--- src/hdl/mbdp_pkg.sv ---
package mbdp_pkg;

  localparam int SampleW = 24;
  localparam int CoefW   = 16;
  localparam int MeterW  = 14;
  localparam int MaxBands = 8;
  localparam int AmountLimit = 96;

  localparam logic [2:0] RegThreshold = 3'd0;
  localparam logic [2:0] RegAttack    = 3'd1;
  localparam logic [2:0] RegRelease   = 3'd2;
  localparam logic [2:0] RegStrength  = 3'd3;
  localparam logic [2:0] RegAmounts   = 3'd4;
  localparam logic [2:0] RegPolesLow  = 3'd5;
  localparam logic [2:0] RegPolesHigh = 3'd6;

  // controller to datapath
  typedef struct packed {
    logic       load;      // capture input sample and channel
    logic       split_en;  // run lowpass split idx
    logic       band_en;   // process band idx
    logic       finish;    // saturate sum, or pass sample through, into output register
    logic [2:0] idx;
  } mbdp_cmd_t;

  typedef logic [19:0] gain_t;

  function automatic logic [20:0] db_int(input logic [5:0] k);
    logic [20:0] r;
    case (k)
      6'd0: r = 21'd4135;     6'd1: r = 21'd4640;     6'd2: r = 21'd5206;
      6'd3: r = 21'd5841;     6'd4: r = 21'd6554;     6'd5: r = 21'd7353;
      6'd6: r = 21'd8250;     6'd7: r = 21'd9257;     6'd8: r = 21'd10387;
      6'd9: r = 21'd11654;    6'd10: r = 21'd13076;   6'd11: r = 21'd14672;
      6'd12: r = 21'd16462;   6'd13: r = 21'd18471;   6'd14: r = 21'd20724;
      6'd15: r = 21'd23253;   6'd16: r = 21'd26090;   6'd17: r = 21'd29274;
      6'd18: r = 21'd32846;   6'd19: r = 21'd36854;   6'd20: r = 21'd41350;
      6'd21: r = 21'd46396;   6'd22: r = 21'd52057;   6'd23: r = 21'd58409;
      6'd24: r = 21'd65536;   6'd25: r = 21'd73533;   6'd26: r = 21'd82505;
      6'd27: r = 21'd92572;   6'd28: r = 21'd103868;  6'd29: r = 21'd116541;
      6'd30: r = 21'd130762;  6'd31: r = 21'd146717;  6'd32: r = 21'd164619;
      6'd33: r = 21'd184706;  6'd34: r = 21'd207243;  6'd35: r = 21'd232531;
      6'd36: r = 21'd260904;  6'd37: r = 21'd292739;  6'd38: r = 21'd328458;
      6'd39: r = 21'd368536;  6'd40: r = 21'd413504;  6'd41: r = 21'd463959;
      6'd42: r = 21'd520571;  6'd43: r = 21'd584090;  6'd44: r = 21'd655360;
      6'd45: r = 21'd735326;  6'd46: r = 21'd825049;  6'd47: r = 21'd925721;
      default: r = 21'd1038676;
    endcase
    return r;
  endfunction

  function automatic logic [16:0] db_frac(input logic [3:0] f);
    logic [16:0] r;
    case (f)
      4'd0: r = 17'd65536;  4'd1: r = 17'd66009;  4'd2: r = 17'd66486;
      4'd3: r = 17'd66966;  4'd4: r = 17'd67450;  4'd5: r = 17'd67937;
      4'd6: r = 17'd68427;  4'd7: r = 17'd68922;  4'd8: r = 17'd69419;
      4'd9: r = 17'd69921;  4'd10: r = 17'd70425; 4'd11: r = 17'd70934;
      4'd12: r = 17'd71446; 4'd13: r = 17'd71962; 4'd14: r = 17'd72482;
      default: r = 17'd73005;
    endcase
    return r;
  endfunction

endpackage

--- src/hdl/mbdp_ctrl.sv ---
module mbdp_ctrl #(
  parameter int CHANNELS = 2,
  parameter int BANDS    = 8
) (
  input  logic                  clk,
  input  logic                  rst_n,
  input  logic                  in_valid,
  input  logic                  in_channel,
  output logic                  in_ready,
  input  logic                  out_busy,
  input  logic                  band_busy,
  output mbdp_pkg::mbdp_cmd_t   cmd
);

  typedef enum logic [4:0] {
    S_IDLE  = 5'b00001,
    S_SPLIT = 5'b00010,
    S_BAND  = 5'b00100,
    S_DONE  = 5'b01000,
    S_WAIT  = 5'b10000
  } state_t;

  state_t     state_r, state_nxt;
  logic [2:0] idx_r, idx_nxt;

  assign in_ready = (state_r == S_IDLE);

  always_comb begin
    state_nxt = state_r;
    idx_nxt   = idx_r;
    cmd       = '0;
    cmd.idx   = idx_r;
    case (state_r)
      S_IDLE: begin
        if (in_valid) begin
          cmd.load = 1'b1;
          idx_nxt  = '0;
          if (32'(in_channel) < CHANNELS) state_nxt = (BANDS > 1) ? S_SPLIT : S_BAND;
          else state_nxt = S_WAIT;
        end
      end
      S_SPLIT: begin
        cmd.split_en = 1'b1;
        if (32'(idx_r) == BANDS - 2) begin
          idx_nxt   = '0;
          state_nxt = S_BAND;
        end else idx_nxt = idx_r + 3'd1;
      end
      S_BAND: begin
        // next band only once the band sequencer is back at its first step
        if (!band_busy) begin
          cmd.band_en = 1'b1;
          if (32'(idx_r) == BANDS - 1) state_nxt = S_DONE;
          else idx_nxt = idx_r + 3'd1;
        end
      end
      S_DONE, S_WAIT: begin
        if (!out_busy && !band_busy) begin
          cmd.finish = 1'b1;
          state_nxt  = S_IDLE;
        end
      end
      default: state_nxt = S_IDLE;
    endcase
  end

  always_ff @(posedge clk) begin
    if (!rst_n) begin
      state_r <= S_IDLE;
      idx_r   <= '0;
    end else begin
      state_r <= state_nxt;
      idx_r   <= idx_nxt;
    end
  end

  assert property (@(posedge clk) disable iff (!rst_n)
    cmd.load |=> !in_ready) else $error("ready while busy");
  assert property (@(posedge clk) disable iff (!rst_n)
    cmd.split_en |-> 32'(cmd.idx) < BANDS - 1) else $error("split index overrun");
  assert property (@(posedge clk) disable iff (!rst_n)
    cmd.finish |-> !out_busy) else $error("finish over pending output");
  assert property (@(posedge clk) disable iff (!rst_n)
    $onehot0({cmd.load, cmd.split_en, cmd.band_en, cmd.finish})) else $error("cmd clash");

endmodule

--- config.mk ---
export PLATFORM = sky130hd
export DESIGN_NAME = mbdp_ctrl
export DESIGN_NICKNAME = d
export VERILOG_FILES = /design/src/hdl/mbdp_pkg.sv /design/src/hdl/mbdp_ctrl.sv
export SDC_FILE = /design/constraint.sdc
export NUM_CORES = 1
export LEC_CHECK = 0
export BUFFER_PORTS_ARGS = -buffer_cell sky130_fd_sc_hd__buf_2
export CAP_MARGIN = 20
export CORE_AREA = 2 2 39 41
export CTS_BUF_LIST = sky130_fd_sc_hd__clkbuf_16
export DETAILED_ROUTE_END_ITERATION = 8
export DIE_AREA = 0 0 41 43
export GPL_TIMING_DRIVEN = 1
export PLACE_DENSITY = 0.7
export SYNTH_ARGS = -nofsm -noshare
export SYNTH_HDL_FRONTEND = slang
export SYNTH_SLANG_ARGS = --single-unit
--- constraint.sdc ---
create_clock -name clk -period 1.35 [get_ports clk]
set_input_delay 0.0675 -clock clk [delete_from_list [all_inputs] [get_ports clk]]
set_output_delay 0.0675 -clock clk [all_outputs]
set_load 0.01 [all_outputs]
==> impl_results.md <==
* Status: finished with violations
* Failing checks: negative setup slack
* Final hold vios at 0
* Register bit total from synthesis at 7
* Final setup violation count at 9
* Vias in the first global route at 534
* CP Max Fanout at 4
* Die area at 1760 µm²
* Largest net degree at the start of global routing at 12
* Clock Sinks at 7
* Min Tclk post-route at 1.54 ns
* Final net count at 105
* Die height at 43 µm
* Layout cells sized above 1 at 58.9%
* Fin. max-slew vios at 0
* First-pass GRT wire length at 2.25 mm
* Drt drc at 0
* Synth Area per Inst at 8.35 µm²
* Sum Neg Setup Slack at -0.702 ns
* Worst hold margin at 0.110 ns
* Site Rows at 14
* Hold depth at 2
* Drt wl/cell at 13.5 µm
* Initial antenna violation count at 0
* Cell area after synthesis at 534 µm²
* TritonCTS Buffers at 3
* Mapped Nets at 73
* PwrDens at 1060 nW/µm²
* Synth cell types at 32
* R2r endpoint: state_r[2]
* # diodes at 0
* Pleak at 0.426 nW
* Commonest cells after routing, fill and taps aside: 13 x buf_4, 10 x buf_2, 8 x buf_6, 6 x inv_1, 6 x nand2_1
* Max-slew headroom at 83.3%
* Most used flip-flop cell after synthesis: dfxtp_1
* Final Cycle Share at 114%
* Hold Path End: state_r[0]
* DRT antenna net count at 0
* Max Fclk at 0.651 GHz
* R2R Path Start: state_r[1]
* I/O pin cnt at 14
* Max IR drop VDD at 0.000780 V
* DRT Wirelength at 1.50 mm
* R2R Setup Slk at -0.09 ns
* Via density at 5.18
* Htree depth at 1
* Drt first pass iters at 4
* Hold Path Origin: rst_n
* Fillers at 106
* Startpoint types: flip-flop
* Data required, critical path at 1.28 ns
* Placer Congestion at 0.774
* Synth warn at 0
* Post-DP HPWL at 991 µm
* Worst EP arrival at 1.47 ns
* Most common cell after layout, fill and taps aside: buf_4
* CTS tree: done
* Post-Place Cells at 101
* Unrepaired setup endpoints after global routing: true
* Slowest cell on crit path: or4b_4
* Worst R2R Path Depth at 4
* Core area at 1380 µm²
* Final Skew at 0.000405 ns
* Slew @ Worst Pin at 0.249 ns
* WP buf/inv at 2
* Chip Width at 41 µm
* Gr usage total at 19.1%
* Initial Util at 38.6%
* Initial drt markers at 19
* Cells after Synth at 64
* Crit-path max cell delay at 0.54 ns
* Family with the most delay on the worst path: simple AND/OR/NAND/NOR gates
* Worst Setup End Kind: output port
* Hold Path Class: input pin to flip-flop
* Number of synthesized flops with an enable pin at 0
* Hold-fix buffers, CTS at 0
* Max Root-Sink Buffers at 2
* Sequential fraction of the synthesis area at 26.2%
* Synth-to-layout area growth at 79.2%
* Max_cap viols at 0
* Port bufs at 12
* Post-Layout Cell Count at 111
* Crit-path cells: or4b_4 > buf_6 > nor3_4 > buf_2
* Post-synthesis async set-or-reset flop share at 0%
* CTS Root Cell: clkbuf_16
* Vias at 575
* Critical path class: flip-flop to output port
* Global route overflow at 0
* Clock latency on the worst-skew pair at 0.23 ns
* Post-route setup slack at -0.186 ns
* Clock transition at path regs at 0.04 ns
-- Yosys cell counts, drive strengths merged (3+ instances only) --
master | count | share of area, %
dfxtp | 7 | 26
nor4b | 3 | 6.1
mux2i | 4 | 7.5
inv | 5 | 3.5
nand2 | 6 | 4.2
buf | 3 | 4.0
ha | 3 | 7.0
nor2 | 8 | 5.6
-- final cells by class --
cell class,instances,area [µm²],area share [%]
clock buffer,3,75.1,7.84
clock inverter,1,3.75,0.392
inverter,5,18.8,1.96
multi-input combinational,48,450,47.1
sequential,7,151,15.8
tap,16,20.0,2.09
timing repair buffer,31,238,24.8
-- kinds of logic after synthesis --
| kind of cell | synth area share, % |
|---|---|
| AO/OA/AOI/OAI | 11.7 |
| flip-flops | 26.2 |
| AND/OR/NAND/NOR | 37.7 |
| XOR/XNOR | 1.64 |
| buffers and inverters | 8.20 |
| adder cells (fa/ha/maj) | 7.03 |
| multiplexers | 7.49 |
-- power breakdown --
group          switching [W]  internal, W  total, W
Sequential         0.0000136     0.000221  0.000235
Clock               0.000112     0.000385  0.000497
Combinational       0.000129     0.000158  0.000287
Total               0.000255     0.000764   0.00102
-- through the flow --
stage               instance area [µm²]  worst slack (ns)  total power (W)  util [%]
global placement                    731            -0.116         0.000422      52.8
detailed placement                  731            -0.142         0.000429      52.8
global route                        957            -0.248          0.00106      69.2
finish                              957            -0.186          0.00102      69.2
CTS                                 876            -0.190         0.000970      63.3
floorplan                           578           -0.0843         0.000371         -
-- flip-flops by register name, summed over array words and instances, names as in the netlist --
register,cells
idx_r,3
state_r,4
-- per-layer routing --
layer	GRT usage (%)	up-vias	routed length, µm
met5	0	-	0
li1	-	286	-
met2	30.6	16	762
met4	10.0	0	21
met1	23.0	271	656
met3	3.14	2	58
-- worst reg2reg max path, delay by kind of cell (launching register included) --
| kind | cells | cell delay, ns |
|---|---|---|
| mux | 1 | 0.17 |
| compound gates | 1 | 0.22 |
| flops | 1 | 0.34 |
| simple gates | 2 | 0.63 |
-- repair_timing --
item,4_1_cts,5_1_grt
endpoints found under the setup margin,10,12
gates resized for setup,13,13
pin swaps,6,8
hold endpoints to repair,0,0
buffers inserted,2,4
-- how the worst max path moves through the flow --
stage               startpoint    endpoint  slack (ns)  cells past startpoint
floorplan           state_r[1]  state_r[0]       -0.08                      5
global placement      idx_r[0]    idx_r[0]       -0.12                      5
detailed placement    idx_r[0]    idx_r[1]       -0.14                      5
CTS                 state_r[1]      cmd[3]       -0.19                      4
global route        state_r[2]      cmd[3]       -0.25                      4
finish              state_r[2]      cmd[3]       -0.19                      4
Power figures use the tool's default switching activity.
